===== config.mk =====
export PLATFORM = sky130hd
export DESIGN_NAME = lip_update
export DESIGN_NICKNAME = d
export VERILOG_FILES = /design/src/rtl/lip_pkg.sv /design/src/rtl/lip_update.sv
export SDC_FILE = /design/constraint.sdc
export NUM_CORES = 1
export LEC_CHECK = 0
export BUFFER_PORTS_ARGS = -buffer_cell sky130_fd_sc_hd__buf_4
export CAP_MARGIN = 20
export CORE_MARGIN = 8
export CORE_UTILIZATION = 27
export DETAILED_ROUTE_END_ITERATION = 12
export GPL_TIMING_DRIVEN = 1
export MAX_ROUTING_LAYER = met4
export PLACE_DENSITY = 0.59
export SLEW_MARGIN = 20
export SYNTH_ARGS = -nofsm -noshare
export SYNTH_HDL_FRONTEND = slang
export SYNTH_SLANG_ARGS = --single-unit

===== constraint.sdc =====
create_clock -name vclk -period 5
set_input_delay 1 -clock vclk [all_inputs]
set_output_delay 1 -clock vclk [all_outputs]
set_load 0.02 [all_outputs]

===== src/rtl/lip_pkg.sv =====
// Package: geometry constants, operation codes, set row and result types.
`default_nettype none
package lip_pkg;

  localparam int NUM_SETS    = 64;
  localparam int NUM_WAYS    = 4;
  localparam int BLOCK_BYTES = 64;

  localparam int ADDR_W      = 32;
  localparam int OUT_WAY_W   = 2;
  localparam int OFFSET_BITS = $clog2(BLOCK_BYTES);
  localparam int SET_BITS    = $clog2(NUM_SETS);
  localparam int SET_IW      = (SET_BITS > 0) ? SET_BITS : 1;
  localparam int TAG_SHIFT   = OFFSET_BITS + SET_BITS;
  localparam int TAG_BITS    = ADDR_W - TAG_SHIFT;
  localparam int WAY_W       = (NUM_WAYS > 1) ? $clog2(NUM_WAYS) : 1;

  typedef enum logic [1:0] {
    OP_ACCESS = 2'd0,
    OP_PROBE  = 2'd1,
    OP_FILL   = 2'd2,
    OP_INVAL  = 2'd3
  } op_t;

  typedef logic [SET_IW-1:0]   set_idx_t;
  typedef logic [TAG_BITS-1:0] tag_t;
  typedef logic [WAY_W-1:0]    way_t;

  // One set: recency order (MRU first), valid bits and tags per physical way.
  typedef struct packed {
    way_t [NUM_WAYS-1:0] order;
    logic [NUM_WAYS-1:0] valid;
    tag_t [NUM_WAYS-1:0] tags;
  } row_t;

  typedef struct packed {
    logic                 hit;
    logic [OUT_WAY_W-1:0] way;
    logic                 ev_valid;
    logic [ADDR_W-1:0]    ev_addr;
  } res_t;

  function automatic row_t reset_row();
    row_t r;
    for (int w = 0; w < NUM_WAYS; w++) begin
      r.order[w] = WAY_W'(w);
      r.valid[w] = 1'b0;
      r.tags[w]  = TAG_BITS'(w);
    end
    return r;
  endfunction

endpackage
`default_nettype wire


===== src/rtl/lip_update.sv =====
// Way compare, recency update, fill/invalidate and eviction address for one set.
`default_nettype none
module lip_update import lip_pkg::*; (
  input  wire op_t      op,
  input  wire tag_t     tag,
  input  wire set_idx_t set,
  input  wire row_t     row,
  output row_t          row_next,
  output res_t          res
);
  logic [NUM_WAYS-1:0] match;
  logic                found;
  way_t                pos;
  way_t                hway;
  way_t                lru;

  always_comb begin
    match = '0;
    for (int p = 0; p < NUM_WAYS; p++) begin
      match[p] = row.valid[row.order[p]] && (row.tags[row.order[p]] == tag);
    end
    found = 1'b0;
    pos   = '0;
    for (int p = NUM_WAYS - 1; p >= 0; p--) begin
      if (match[p]) begin
        found = 1'b1;
        pos   = WAY_W'(p);
      end
    end
    hway = row.order[pos];
    lru  = row.order[NUM_WAYS-1];

    row_next = row;
    res      = '0;
    res.hit  = found;

    case (op)
      OP_ACCESS: begin
        if (found) begin
          res.way = OUT_WAY_W'(hway);
          for (int i = 1; i < NUM_WAYS; i++) begin
            if (WAY_W'(i) <= pos) begin
              row_next.order[i] = row.order[i-1];
            end
          end
          row_next.order[0] = hway;
        end
      end
      OP_PROBE: begin
        if (found) begin
          res.way = OUT_WAY_W'(hway);
        end
      end
      OP_FILL: begin
        res.way = OUT_WAY_W'(lru);
        if (row.valid[lru]) begin
          res.ev_valid = 1'b1;
          res.ev_addr  = (ADDR_W'(row.tags[lru]) << TAG_SHIFT) |
                         (ADDR_W'(set) << OFFSET_BITS);
        end
        row_next.tags[lru]  = tag;
        row_next.valid[lru] = 1'b1;
      end
      OP_INVAL: begin
        if (found) begin
          res.way = OUT_WAY_W'(hway);
          row_next.valid[hway] = 1'b0;
          for (int i = 0; i < NUM_WAYS - 1; i++) begin
            if (WAY_W'(i) >= pos) begin
              row_next.order[i] = row.order[i+1];
            end
          end
          row_next.order[NUM_WAYS-1] = hway;
        end
      end
      default: ;
    endcase
  end
endmodule
`default_nettype wire


==> impl_metrics.json <==
{
  "status": "finished clean",
  "synth_warnings": 0,
  "drcViolationCount": 0,
  "drt_first_pass_iters": 5,
  "fin_util": 0.426,
  "synth_area_per_cell_um2": 9.02,
  "fp-row-count": 51,
  "place.gp.congestion": 0.964,
  "power.density_nw_per_um2": 111,
  "hold_start": "set[2]",
  "layout.nets": 984,
  "seqCellArea_um2": 0,
  "drive_above_1_share": 0.616,
  "core_area_um2": 19500,
  "clock.fmax_mhz": 200,
  "syn_inst": 596,
  "vias_per_cell": 5.55,
  "max_cap_viol_count": 0,
  "seq_area_frac_synth": 0,
  "wl_met2_um": 12900,
  "hold_slack_ns": 2.34,
  "hold_violations": 0,
  "hold_class": "input port to primary output",
  "wl_per_cell_um": 23.0,
  "setup_viol": 0,
  "period_needed_ns": 4.99,
  "start_util": 0.275,
  "place_ws_ns": -0.216,
  "critPathLaunchType": "input port",
  "cp-startpoint": "row[88]",
  "grt_first_pass_wirelength_um": 38500,
  "final_max_slew_viol_count": 0,
  "die_h_um": 157,
  "synthTopCellsByCount": "mux2_2 (79), mux4_2 (69), xnor2_1 (69), clkbuf_1 (39), mux2i_1 (36)",
  "ir_drop_uv": 55.8,
  "ant_nets": 0,
  "fillers": 2015,
  "diodes": 0,
  "power_mw": 0.925,
  "cp.required_ns": 4.00,
  "syn_to_final_growth_pct": 54.9,
  "dr.max_layer_used": "met4",
  "cp.arrival_ns": 3.99,
  "antenna_found_initial": 0,
  "synth.top_cell.area_share": 0.289,
  "wl_met1_um": 10500,
  "yosys.area.top_type": "mux4_2",
  "grt_pass1_vias": 6619,
  "io_pins": 248,
  "cp-end-kind": "primary output",
  "critPathMaxFanout": 8,
  "wl_met3_um": 1810,
  "design.seq.count": 0,
  "leakagePower_nw": 3.62,
  "synth.distinct_cells": 62,
  "yosys-top-cells-area": "mux4_2 (29%), mux2_2 (17%), xnor2_1 (11%)",
  "grt-ovfl-total": 0,
  "critical_path_class": "input port to primary output",
  "period_share": 0.998,
  "dieArea_um2": 24700,
  "dieWidth_um": 157,
  "numPortBuffers": 242,
  "syn-cell-area_um2": 5380,
  "totalWireLength_um": 25800,
  "first_iter_violations": 417,
  "clkbuf_count": 0,
  "rsz0062_at_grt": "true",
  "yosysMostFrequentCell": "mux2_2",
  "hpwlAfterDp_um": 21600,
  "vias": 6243,
  "grt_use_total": 0.206,
  "worst_slack_ns": 0.0104,
  "grt_max_degree": 21
}
[area by class of cell]
type | instances | area [µm²] | share of cell area
inverter | 13 | 48.8 | 0.00586
multi-input combinational | 517 | 5330 | 0.640
timing repair buffer | 329 | 2620 | 0.314
tap | 265 | 332 | 0.0398
[path summary, 6_finish.rpt]
kind / end / slack (ns) / depth (start not counted)
worst min-delay path: res[8] / 2.34 / 3
worst max-delay path: row_next[81] / 0.01 / 12
[layout by cell type (no fill, tap or decap), types with 12 or more instances in the layout]
master	count
nor2_1	22
nand4_1	25
nand2_1	33
o21ai_0	18
mux2_2	79
mux4_2	69
mux2i_1	36
and3_1	27
buf_4	311
a21oi_1	15
xnor2_1	43
inv_1	12
xnor2_2	25
nand3_1	16
[power by group]
group	internal, mW	switching [mW]
clock	0	0
sequential	0	0
combinational	0.455	0.470
[layer usage]
metal / track usage / vias to the layer above
li1: - / 2852
met1: 0.253 / 3071
met2: 0.355 / 282
met3: 0.0271 / 38
met4: 0.0453 / 0
met5: - / -
[what timing repair did]
item                                    4_1_cts  5_1_grt
cloned                                        0        1
pin swaps                                     1        8
endpoints found under the setup margin       13       14
gates resized for setup                      19       46
buffers inserted                              0        3
hold buffers                                  0        0
[stage by stage]
stage,setup TNS [ns],cells,area (µm²)
2_1_floorplan,-0.00428,601,5400
3_3_place_gp,-1.33,1120,7900
3_5_place_dp,-2.01,1120,7900
4_1_cts,-0.0294,1120,8030
5_1_grt,-0.178,1124,8330
6_report,0,1124,8330
[logic make-up after synthesis]
family,Yosys count,synth area share
multiplexers,184,0.522
AND/OR/NAND/NOR,168,0.172
buffers and inverters,84,0.0721
AO/OA/AOI/OAI,81,0.104
XOR/XNOR,75,0.122
adder cells (fa/ha/maj),3,0.00698
other,1,0.000697
[critical path: stages]
cell	delay [ns]
buf_8	0.09
buf_12	0.13
mux4_2	0.54
xnor2_2	0.21
nand4_1	0.15
or4_4	0.61
or2_1	0.26
a41o_1	0.28
a311oi_4	0.29
nor2_1	0.10
a21oi_1	0.18
buf_4	0.16
Power figures use the tool's default switching activity.
