## config.mk

```make
export PLATFORM = sky130hd
export DESIGN_NAME = lip_ram
export DESIGN_NICKNAME = d
export VERILOG_FILES = /design/src/rtl/lip_ram.sv
export SDC_FILE = /design/constraint.sdc
export NUM_CORES = 1
export LEC_CHECK = 0
export BUFFER_PORTS_ARGS = -buffer_cell sky130_fd_sc_hd__buf_2
export CORE_MARGIN = 2
export CORE_UTILIZATION = 55
export DETAILED_ROUTE_END_ITERATION = 8
export PLACE_DENSITY = 0.68
export SLEW_MARGIN = 20
export SYNTH_ARGS = -nofsm -noshare
export SYNTH_HDL_FRONTEND = slang
export SYNTH_SLANG_ARGS = --single-unit
```

## constraint.sdc

```tcl
create_clock -name clk -period 3.7 [get_ports clk]
set_input_delay 0.74 -clock clk [delete_from_list [all_inputs] [get_ports clk]]
set_output_delay 0.74 -clock clk [all_outputs]
set_load 0.01 [all_outputs]
```

## src/rtl/lip_ram.sv

```systemverilog
// Generic one-write one-read RAM with registered read data.
`default_nettype none
module lip_ram #(
  parameter int DEPTH = 64,
  parameter int WIDTH = 8,
  localparam int AW = (DEPTH > 1) ? $clog2(DEPTH) : 1
) (
  input  wire logic             clk,
  input  wire logic             we,
  input  wire logic [AW-1:0]    wr_addr,
  input  wire logic [WIDTH-1:0] wr_data,
  input  wire logic             re,
  input  wire logic [AW-1:0]    rd_addr,
  output logic      [WIDTH-1:0] rd_data
);
  logic [WIDTH-1:0] mem [DEPTH];

  always_ff @(posedge clk) begin
    if (we) begin
      mem[wr_addr] <= wr_data;
    end
    if (re) begin
      rd_data <= mem[rd_addr];
    end
  end
endmodule
`default_nettype wire

```

==> results.toml, run 1 <==
[pwr]
power_leakage_nw = 7.34
power.switching_mw = 2.53
clockPowerShare_pct = 42.2
combinationalPowerShare_pct = 4.9
power_report.internal_total_mw = 9.85
vdd.ir_drop.worst_mv = 0.394
power-per-cell-area_nw_per_um2 = 537
share_seq_of_total_power_pct = 52.9
switching_share_of_total_power_pct = 20.4

[synthesis]
yosysTopAreaCellShare_pct = 77.1
postSynthCellCount = 940
synth-edff-count = 520
synthesis.nets = 963
synth.lib_cells_used.distinct = 39
synth.top_cells.by_area = "sky130_fd_sc_hd__edfxtp_1 77%, sky130_fd_sc_hd__mux4_2 14%, sky130_fd_sc_hd__nor2_1 1.5%"
yosysTopAreaCell = "sky130_fd_sc_hd__edfxtp_1"
synth_warnings = 0
yosysMostFrequentCell = "sky130_fd_sc_hd__edfxtp_1"
top_cells_by_count_synth = "520 x sky130_fd_sc_hd__edfxtp_1, 126 x sky130_fd_sc_hd__mux4_2, 83 x sky130_fd_sc_hd__nor2_1, 23 x sky130_fd_sc_hd__mux2i_1, 19 x sky130_fd_sc_hd__nand2_1"
yosysSeqAreaShare_pct = 77.1
synth-async-reset-ratio_pct = 0
syn_area_um2 = 20200
syn-mean-instance-area_um2 = 21.5
postSynth.topFlopCell = "sky130_fd_sc_hd__edfxtp_1"
postSynthRegisterBits = 520

[route]
routed_via_density = 6.32
routed_wirelength_um = 44800
drt_iter0_drc = 1114
detail_route.first_pass.iterations = 7
routed_wire_length_per_instance_um = 28.7
postRouteAntennaNets = 0
num_vias = 9884
drc = 0

[timing]
report.final.hold_viol_count = 0
setup_repair_after_global_routing_missed_its_margin = "false"
worst_slew_pin_slew_ps = 952
post-route-period-util_pct = 77.2
setup-violations-final = 0
max_slew_margin_pct = 34.9
min_period_ps = 2860
finalSetupTns_ps = 0
final.setup_skew_ps = 14.9
fmax_mhz = 350
timing.final.max_slew_violations = 0

[cts]
cts_setup_buffers = 0
worst_setup_hold_path_clk_slew_ps = 60
numCtsBuffers = 51
cts_root_buffer = "sky130_fd_sc_hd__clkbuf_16"
cts-htree-levels = 2
clkLatencyLatePin_ps = 580
hold_buf_count_cts = 0
cts-root-to-sink-buffers = 3
cts_tree = "built"
cts-resized-gates = 0
cts_num_sinks = 520

[critical_path]
critical_path.max_fanout = 30
required_ps = 4000
critPathLaunchType = "input pin"
cp_data_arrival_time_ps = 3160
timing.critical_path.to_type = "flip-flop"
worstSetupPathType = "input pin to flip-flop"
regToRegSetupSlack_ps = 1250

[floorplanning]
fp.coreArea_um2 = 36400
initial_utilization_pct = 55.6
die-width_um = 196
die_h_um = 196
design.die.area_um2 = 38400
row_count = 70
ioPinCount = 31

[grt]
grt_antenna_before_repair = 5
first_global_vias = 10000
grt_pass1_wl_um = 66200
grt_max_degree = 65
grt.overflow.total = 0
track_usage_pct = 24.3

[finish]
layout-drive-gt1-share_pct = 29.8
nNetsFinal = 1076
finish.utilization_pct = 63.3
p_r_area_growth_vs_syn_pct = 14.0
fin_area_um2 = 23100

[placed_design]
place.detailed.hpwl_um = 27800
placedInstanceArea_um2 = 21400
place.port_buffers = 30
place_congestion = 0.825

[hold_path]
timing.hold.worst.class = "input pin to flip-flop"

[outcome]
outcome = "completed"

[flow_run]
max-cap-violations = 0
-- worst max-delay path, cell delays in order --
cell and delay [ps]:
sky130_fd_sc_hd__buf_4 420, sky130_fd_sc_hd__buf_12 250, sky130_fd_sc_hd__buf_4 210, sky130_fd_sc_hd__mux4_2 300, sky130_fd_sc_hd__a2111oi_0 870, sky130_fd_sc_hd__buf_4 240, sky130_fd_sc_hd__o41ai_1 70
-- flip-flops by register name, summed over array words and instances, names as in the netlist --
signal and flops:
mem 512, rd_data 8
-- routing by layer --
metal	wire length [um]	vias to the layer above	track usage, %
li1	-	4163	-
met1	18500	5157	36.5
met2	20700	479	36.3
met3	4170	81	4.66
met4	1390	4	9.03
met5	16	-	0
-- kinds of logic (layout without fill, tap and decap cells) --
logic type | after synthesis | in the layout | share of synthesized area, %
flops | 520 | 520 | 77.1
mux | 162 | 162 | 15.9
simple gates | 153 | 153 | 3.37
compound gates | 54 | 54 | 2.06
buf+inv | 51 | 202 | 1.56
other cells | 0 | 4 | 0
-- path summary, 6_finish.rpt --
kind / from / depth (start not counted) / end
worst min register to register: mem[4][7] / 4 / rd_data[7]
worst max register to register: mem[3][5] / 5 / rd_data[5]
worst min-delay path: re / 1 / rd_data[2]
worst max-delay path: rd_addr[1] / 7 / rd_data[5]
-- through the flow --
| stage | total power [mW] | hold WS [ps] | setup slack (ps) | std cells |
|---|---|---|---|---|
| 2_1_floorplan | 7.02 | 797 | 1150 | 940 |
| 4_1_cts | 12.5 | 555 | 875 | 1559 |
| 3_5_place_dp | 7.29 | 907 | 281 | 1468 |
| 6_report | 12.4 | 586 | 845 | 1563 |
| 3_3_place_gp | 7.28 | 888 | 277 | 1468 |
| 5_1_grt | 12.7 | 566 | 793 | 1562 |
-- cells in the final DEF (no fill, tap or decap), types with 3 or more instances in the layout --
master	count
sky130_fd_sc_hd__a211oi_1	4
sky130_fd_sc_hd__a21oi_1	3
sky130_fd_sc_hd__a221oi_1	6
sky130_fd_sc_hd__a22oi_1	3
sky130_fd_sc_hd__buf_12	6
sky130_fd_sc_hd__buf_2	22
sky130_fd_sc_hd__buf_4	82
sky130_fd_sc_hd__bufinv_16	7
sky130_fd_sc_hd__clkbuf_1	4
sky130_fd_sc_hd__clkbuf_16	53
sky130_fd_sc_hd__clkinv_1	14
sky130_fd_sc_hd__clkinv_2	6
sky130_fd_sc_hd__clkinvlp_4	6
sky130_fd_sc_hd__diode_2	4
sky130_fd_sc_hd__edfxtp_1	520
sky130_fd_sc_hd__mux2_2	13
sky130_fd_sc_hd__mux2i_1	23
sky130_fd_sc_hd__mux4_2	126
sky130_fd_sc_hd__nand2_1	19
sky130_fd_sc_hd__nand2b_1	7
sky130_fd_sc_hd__nand3_1	13
sky130_fd_sc_hd__nand3b_1	3
sky130_fd_sc_hd__nor2_1	83
sky130_fd_sc_hd__nor2b_1	14
sky130_fd_sc_hd__nor3_1	7
sky130_fd_sc_hd__o2111ai_1	3
sky130_fd_sc_hd__o221ai_1	8
sky130_fd_sc_hd__o22ai_1	8
sky130_fd_sc_hd__o2bb2ai_1	3
-- power groups by stage --
stage                     registers (mW)  clock network, mW  logic, mW
after global routing                6.55               5.52      0.649
after floorplan                     6.67                  0      0.348
final                               6.55               5.22      0.608
after global placement              6.68                  0      0.601
after CTS                           6.56               5.30      0.611
after detailed placement            6.68                  0      0.610
-- layout make-up --
class,count,area [um^2]
diodes,4,10.0
clock buffers,57,1340
clock inverters,34,347
fillers,2481,13400
multi-input cells,369,4320
flip-flops and latches,520,15600
well taps,468,586
repair buffers,111,860
No activity file was read; power rests on OpenSTA's default activity.
==> run 2: changes to the inputs <==
--- a/config.mk
+++ b/config.mk
@@ -5,6 +5,7 @@
 export SDC_FILE = /design/constraint.sdc
 export NUM_CORES = 1
 export LEC_CHECK = 0
+export ABC_AREA = 1
 export BUFFER_PORTS_ARGS = -buffer_cell sky130_fd_sc_hd__buf_2
 export CORE_MARGIN = 2
 export CORE_UTILIZATION = 55
==> constraint.sdc (replaced) <==
create_clock -name clk -period 2.85 [get_ports clk]
set_input_delay 0.57 -clock clk [delete_from_list [all_inputs] [get_ports clk]]
set_output_delay 0.57 -clock clk [all_outputs]
set_load 0.01 [all_outputs]
==> run 2 against run 1 <==
Effect of this change: combinational power grew 64%; count of clock-buffer cells in the layout grew 3; critical path depth grew 2; die area grew 5.7%; total power grew 27%; sequential power grew 30%; core utilization shrank 1.4 points; synthesized cell count grew 92%; non-clock buffer count grew 28; critical path type unchanged; critical endpoint unchanged; largest cell class unchanged; largest power group unchanged.
==> results.toml, run 2 <==
[floorplanning]
die-width_um = 201
die_h_um = 201
ioPinCount = 31
fp.coreArea_um2 = 38600
row_count = 72
design.die.area_um2 = 40500
initial_utilization_pct = 55.6

[timing]
min_period_ps = 1870
final.setup_skew_ps = 20.1
setup_repair_after_global_routing_missed_its_margin = "false"
setup-violations-final = 0
max_slew_margin_pct = 31.0
post-route-period-util_pct = 65.5
fmax_mhz = 535
finalSetupTns_ps = 0
setup_ws_ps = 983
worst_slew_pin_slew_ps = 1030
hold_slack_ps = 350
timing.final.max_slew_violations = 0
report.final.hold_viol_count = 0

[route]
drc = 0
postRouteAntennaNets = 0
met3RoutedLength_um = 4800
detailroute.wirelength.met2_um = 24300
detail_route.first_pass.iterations = 5
num_vias = 14000
routed_wirelength_um = 52100
wl_met1_um = 21300
routed_via_density = 5.75
drt_iter0_drc = 1570
route.top_layer_used = "met4"
routed_wire_length_per_instance_um = 21.4

[synthesis]
postSynthRegisterBits = 520
postSynthCellCount = 1805
yosysSeqAreaShare_pct = 72.9
yosysTopAreaCellShare_pct = 72.9
syn-mean-instance-area_um2 = 11.9
synth-async-reset-ratio_pct = 0
synth_warnings = 0
synth-edff-count = 520
yosysMostFrequentCell = "sky130_fd_sc_hd__nand2_1"
syn_area_um2 = 21400
top_cells_by_count_synth = "648 x sky130_fd_sc_hd__nand2_1, 520 x sky130_fd_sc_hd__edfxtp_1, 439 x sky130_fd_sc_hd__nand3_1, 56 x sky130_fd_sc_hd__nor2_1, 37 x sky130_fd_sc_hd__buf_2"
synth.lib_cells_used.distinct = 15
postSynth.topFlopCell = "sky130_fd_sc_hd__edfxtp_1"
synthesis.nets = 1828
synth.top_cells.by_area = "sky130_fd_sc_hd__edfxtp_1 73%, sky130_fd_sc_hd__nand2_1 11%, sky130_fd_sc_hd__nand3_1 10%"
yosysTopAreaCell = "sky130_fd_sc_hd__edfxtp_1"

[grt]
track_usage_pct = 26.0
grt_pass1_wl_um = 79800
grt_antenna_before_repair = 1
grt.overflow.total = 0
first_global_vias = 13400
grt_max_degree = 85

[finish]
p_r_area_growth_vs_syn_pct = 11.5
most-common-layout-cells = "648 x sky130_fd_sc_hd__nand2_1, 520 x sky130_fd_sc_hd__edfxtp_1, 439 x sky130_fd_sc_hd__nand3_1"
instances_no_fill = 2436
largest_reg_flops = 512
most_common_cell_after_layout_fill_and_taps_aside = "sky130_fd_sc_hd__nand2_1"
layout-drive-gt1-share_pct = 10.7
largest_registers = "mem x512, rd_data x8"
regMostFlops = "mem"
fillerInstances = 3016
nNetsFinal = 1907

[pwr]
power-per-cell-area_nw_per_um2 = 657
vdd.ir_drop.worst_mv = 0.575
fin_total_pwr_mw = 15.7
power_leakage_nw = 8.73

[placed_design]
place_congestion = 0.871
place.port_buffers = 30
place_inst = 2349
place.detailed.hpwl_um = 30700
place_ws_ps = 424

[critical_path]
critPathLaunchType = "input pin"
critical_path.max_fanout = 45
cp_data_arrival_time_ps = 2320
worstSetupPathType = "input pin to flip-flop"
timing.critical_path.to_type = "flip-flop"
required_ps = 3300

[cts]
hold_buf_count_cts = 0
numCtsBuffers = 51
cts-htree-levels = 2
cts-resized-gates = 0
cts_setup_buffers = 0
cts_root_buffer = "sky130_fd_sc_hd__clkbuf_16"
cts-root-to-sink-buffers = 3
clkLatencyLatePin_ps = 590
worst_setup_hold_path_clk_slew_ps = 60
cts_tree = "built"
cts_num_sinks = 520

[flow_run]
max-cap-violations = 0

[hold_path]
timing.hold.worst.class = "input pin to flip-flop"

[outcome]
outcome = "completed"
==> run 2: cell count changes after synthesis, moves of 8 or more <==
cell,delta
sky130_fd_sc_hd__mux2i_1,-23
sky130_fd_sc_hd__nor2_1,-27
sky130_fd_sc_hd__mux4_2,-126
sky130_fd_sc_hd__buf_2,+26
sky130_fd_sc_hd__nand3_1,+426
sky130_fd_sc_hd__inv_1,+10
sky130_fd_sc_hd__nand2_1,+629
sky130_fd_sc_hd__o221ai_1,-8
sky130_fd_sc_hd__nor2b_1,-14
sky130_fd_sc_hd__buf_6,+31
sky130_fd_sc_hd__mux2_2,-13
sky130_fd_sc_hd__o22ai_1,-8
==> run 2: metal layers <==
layer  vias up  track usage [%]
met5         -                0
met3       103             4.83
met2       655             40.2
li1       6504                -
met1      6741             37.3
met4         0             9.69
==> run 2: worst paths after layout <==
path | depth (start not counted) | from | end | slack (ps)
setup / recovery | 9 | rd_addr[2] | rd_data[5] | 980
setup reg to reg | 8 | mem[6][2] | rd_data[2] | 1370
hold reg to reg | 8 | mem[40][4] | rd_data[4] | 900
hold / removal | 1 | re | rd_data[1] | 350
==> run 2: cell families after synthesis <==
logic type	after synthesis	synth area share, %
flops	520	72.9
buf+inv	125	4.01
simple gates	1160	23.1
==> run 2: critical path, stage by stage <==
cell,delay (ps)
sky130_fd_sc_hd__buf_2,120
sky130_fd_sc_hd__inv_2,740
sky130_fd_sc_hd__buf_4,340
sky130_fd_sc_hd__nand3_1,90
sky130_fd_sc_hd__nand2_1,100
sky130_fd_sc_hd__nand2_1,80
sky130_fd_sc_hd__nand3_1,90
sky130_fd_sc_hd__nand3_1,80
sky130_fd_sc_hd__nand2_1,90
==> run 2: area by class of cell <==
class	count	area, um^2	area share (%)
well taps	518	648	2.71
inverters	12	52.6	0.220
diodes	1	2.50	0.0105
multi-input cells	1160	4950	20.7
clock inverters	26	198	0.828
flip-flops and latches	520	15600	65.4
repair buffers	139	1110	4.67
clock buffers	60	1310	5.48
==> run 2: per-stage QoR <==
step / util [%] / cell area [um^2]
floorplan: - / 21400
global placement: 58.0 / 22400
detailed placement: 58.0 / 22400
CTS: 61.9 / 23900
global route: 62.0 / 23900
finish: 62.0 / 23900
==> run 2: power breakdown <==
group | internal (mW) | switching (mW)
Sequential | 8.48 | 0.0210
Combinational | 0.263 | 0.736
Clock | 3.52 | 2.68
==> run 3: changes to the inputs <==
--- a/config.mk
+++ b/config.mk
@@ -10,7 +10,7 @@
 export CORE_MARGIN = 2
 export CORE_UTILIZATION = 55
 export DETAILED_ROUTE_END_ITERATION = 8
-export PLACE_DENSITY = 0.68
+export PLACE_DENSITY = 0.71
 export SLEW_MARGIN = 20
 export SYNTH_ARGS = -nofsm -noshare
 export SYNTH_HDL_FRONTEND = slang
==> constraint.sdc (replaced) <==
create_clock -name clk -period 1.6 [get_ports clk]
set_input_delay 0.32 -clock clk [delete_from_list [all_inputs] [get_ports clk]]
set_output_delay 0.32 -clock clk [all_outputs]
set_load 0.01 [all_outputs]
==> run 3 against run 2 <==
Effect of this change: via count grew 3.5%; clock skew grew 4.4 ps; global-route usage grew 0.89 points; sequential power grew 79%.
==> results.toml, run 3 (synthesis gave the netlist of run 2 again) <==
[outcome]
outcome = "completed"

[timing]
worst_slew_pin_slew_ps = 629
min_period_ps = 1570
fmax_mhz = 635
timing.final.max_slew_violations = 0
setup-violations-final = 0
setup_repair_after_global_routing_missed_its_margin = "true"
setup_ws_ps = 26.3
post-route-period-util_pct = 98.4
report.final.hold_viol_count = 0
final.setup_skew_ps = 24.6
max_slew_margin_pct = 58.0

[critical_path]
standard_cell_with_the_maximum_stage_delay_on_the_critical_path = "sky130_fd_sc_hd__edfxtp_1"
reg2regPathDepth = 8
worstSetupPathType = "flip-flop to output pin"
crit_chain = "buf_2"
timing.critical_path.to_type = "output pin"
regToRegSetupSlack_ps = 80
path_depth = 1
cp_bufs_invs = 1
timing.critical_path.max_delay_family = "flip-flops"
critPathLaunchType = "flip-flop"
cp_data_arrival_time_ps = 1250
critical_path.max_fanout = 2
required_ps = 1280
timing.critical_path.slowest_cell_delay_ps = 480

[cts]
cts_root_buffer = "sky130_fd_sc_hd__clkbuf_16"
numCtsBuffers = 51
cts-root-to-sink-buffers = 3
cts_tree = "built"
cts_setup_buffers = 0
cts-resized-gates = 0
clkLatencyLatePin_ps = 600
cts-htree-levels = 2
worst_setup_hold_path_clk_slew_ps = 60
hold_buf_count_cts = 0
cts_num_sinks = 520

[hold_path]
hold_depth = 1
timing.hold.worst.class = "input pin to flip-flop"

[grt]
grt_pass1_wl_um = 82300
grt_max_degree = 96
grt_antenna_before_repair = 2
track_usage_pct = 26.9
first_global_vias = 14100
grt.overflow.total = 0

[route]
drt_iter0_drc = 1569
detail_route.first_pass.iterations = 6
routed_wirelength_um = 53500
num_vias = 14500
routed_wire_length_per_instance_um = 21.5
postRouteAntennaNets = 0
routed_via_density = 5.82
drc = 0

[pwr]
switching_share_of_total_power_pct = 22.2
fin_total_pwr_mw = 28.1
clockPowerShare_pct = 38.8
combinationalPowerShare_pct = 7.3
power-per-cell-area_nw_per_um2 = 1130
power.switching_mw = 6.25
share_seq_of_total_power_pct = 53.9
power_leakage_nw = 9.12
power_report.internal_total_mw = 21.9
vdd.ir_drop.worst_mv = 0.869

[placed_design]
place_ws_ps = -409
placedInstanceArea_um2 = 23500
place.detailed.hpwl_um = 32900
place_congestion = 0.866
place.port_buffers = 30

[finish]
fin_area_um2 = 24900
regMostFlops = "mem"
layout-drive-gt1-share_pct = 14.9
largest_registers = "mem x512, rd_data x8"
most_common_cell_after_layout_fill_and_taps_aside = "sky130_fd_sc_hd__nand2_1"
nNetsFinal = 1962
most-common-layout-cells = "648 x sky130_fd_sc_hd__nand2_1, 520 x sky130_fd_sc_hd__edfxtp_1, 439 x sky130_fd_sc_hd__nand3_1"
p_r_area_growth_vs_syn_pct = 16.5
largest_reg_flops = 512

[floorplanning]
initial_utilization_pct = 55.6
ioPinCount = 31
fp.coreArea_um2 = 38600
row_count = 72
design.die.area_um2 = 40500
die_h_um = 201
die-width_um = 201

[flow_run]
max-cap-violations = 0
-- run 3: cell types whose count changed in the layout (fill, tap and decap cells not counted), moves of 2 or more --
cell,delta
sky130_fd_sc_hd__buf_12,+37
sky130_fd_sc_hd__buf_4,+18
sky130_fd_sc_hd__clkbuf_1,+2
sky130_fd_sc_hd__clkinv_1,+2
sky130_fd_sc_hd__clkinv_2,-2
sky130_fd_sc_hd__inv_1,-3
sky130_fd_sc_hd__inv_8,+2
sky130_fd_sc_hd__nor2_1,-27
sky130_fd_sc_hd__nor2_2,+15
sky130_fd_sc_hd__nor2_4,+12
sky130_fd_sc_hd__nor4_1,-8
sky130_fd_sc_hd__nor4_2,+6
sky130_fd_sc_hd__nor4_4,+2
-- run 3: through the flow --
stage	utilization [%]	TNS [ps]	std cells	hold WS (ps)
6_report	64.7	0	2492	122
5_1_grt	64.7	-0.131	2491	104
4_1_cts	64.7	0	2490	87.9
3_5_place_dp	60.9	-3570	2404	714
3_3_place_gp	60.9	-2700	2404	716
2_1_floorplan	-	-51750	1805	419
-- run 3: power groups by stage --
stage,logic [mW],registers [mW],clock network (mW)
2_1_floorplan,1.11,15.4,0
3_5_place_dp,2.03,15.4,0
4_1_cts,2.04,15.1,11.0
6_report,2.06,15.2,10.9
5_1_grt,2.22,15.1,11.6
3_3_place_gp,1.99,15.4,0
-- run 3: layout make-up --
class | count | area (um^2)
diodes | 2 | 5.00
clock buffers | 62 | 1320
clock inverters | 24 | 156
inverters | 12 | 71.3
multi-input cells | 1160 | 5140
repair buffers | 194 | 1990
fillers | 2888 | 13600
flip-flops and latches | 520 | 15600
well taps | 518 | 648
-- run 3: path summary, 6_finish.rpt --
path | startpoint | to
hold / removal | re | rd_data[6]
setup / recovery | rd_data[1] | rd_data[1]
hold reg to reg | mem[44][5] | rd_data[5]
setup reg to reg | mem[9][2] | rd_data[2]
-- run 3: routing by layer --
metal / vias to the layer above / GRT usage [%] / wire, um
met1: 6989 / 37.6 / 21400
met4: 0 / 10.3 / 1990
met3: 129 / 6.12 / 5350
met2: 753 / 41.7 / 24800
li1: 6628 / - / -
met5: - / 0 / 0
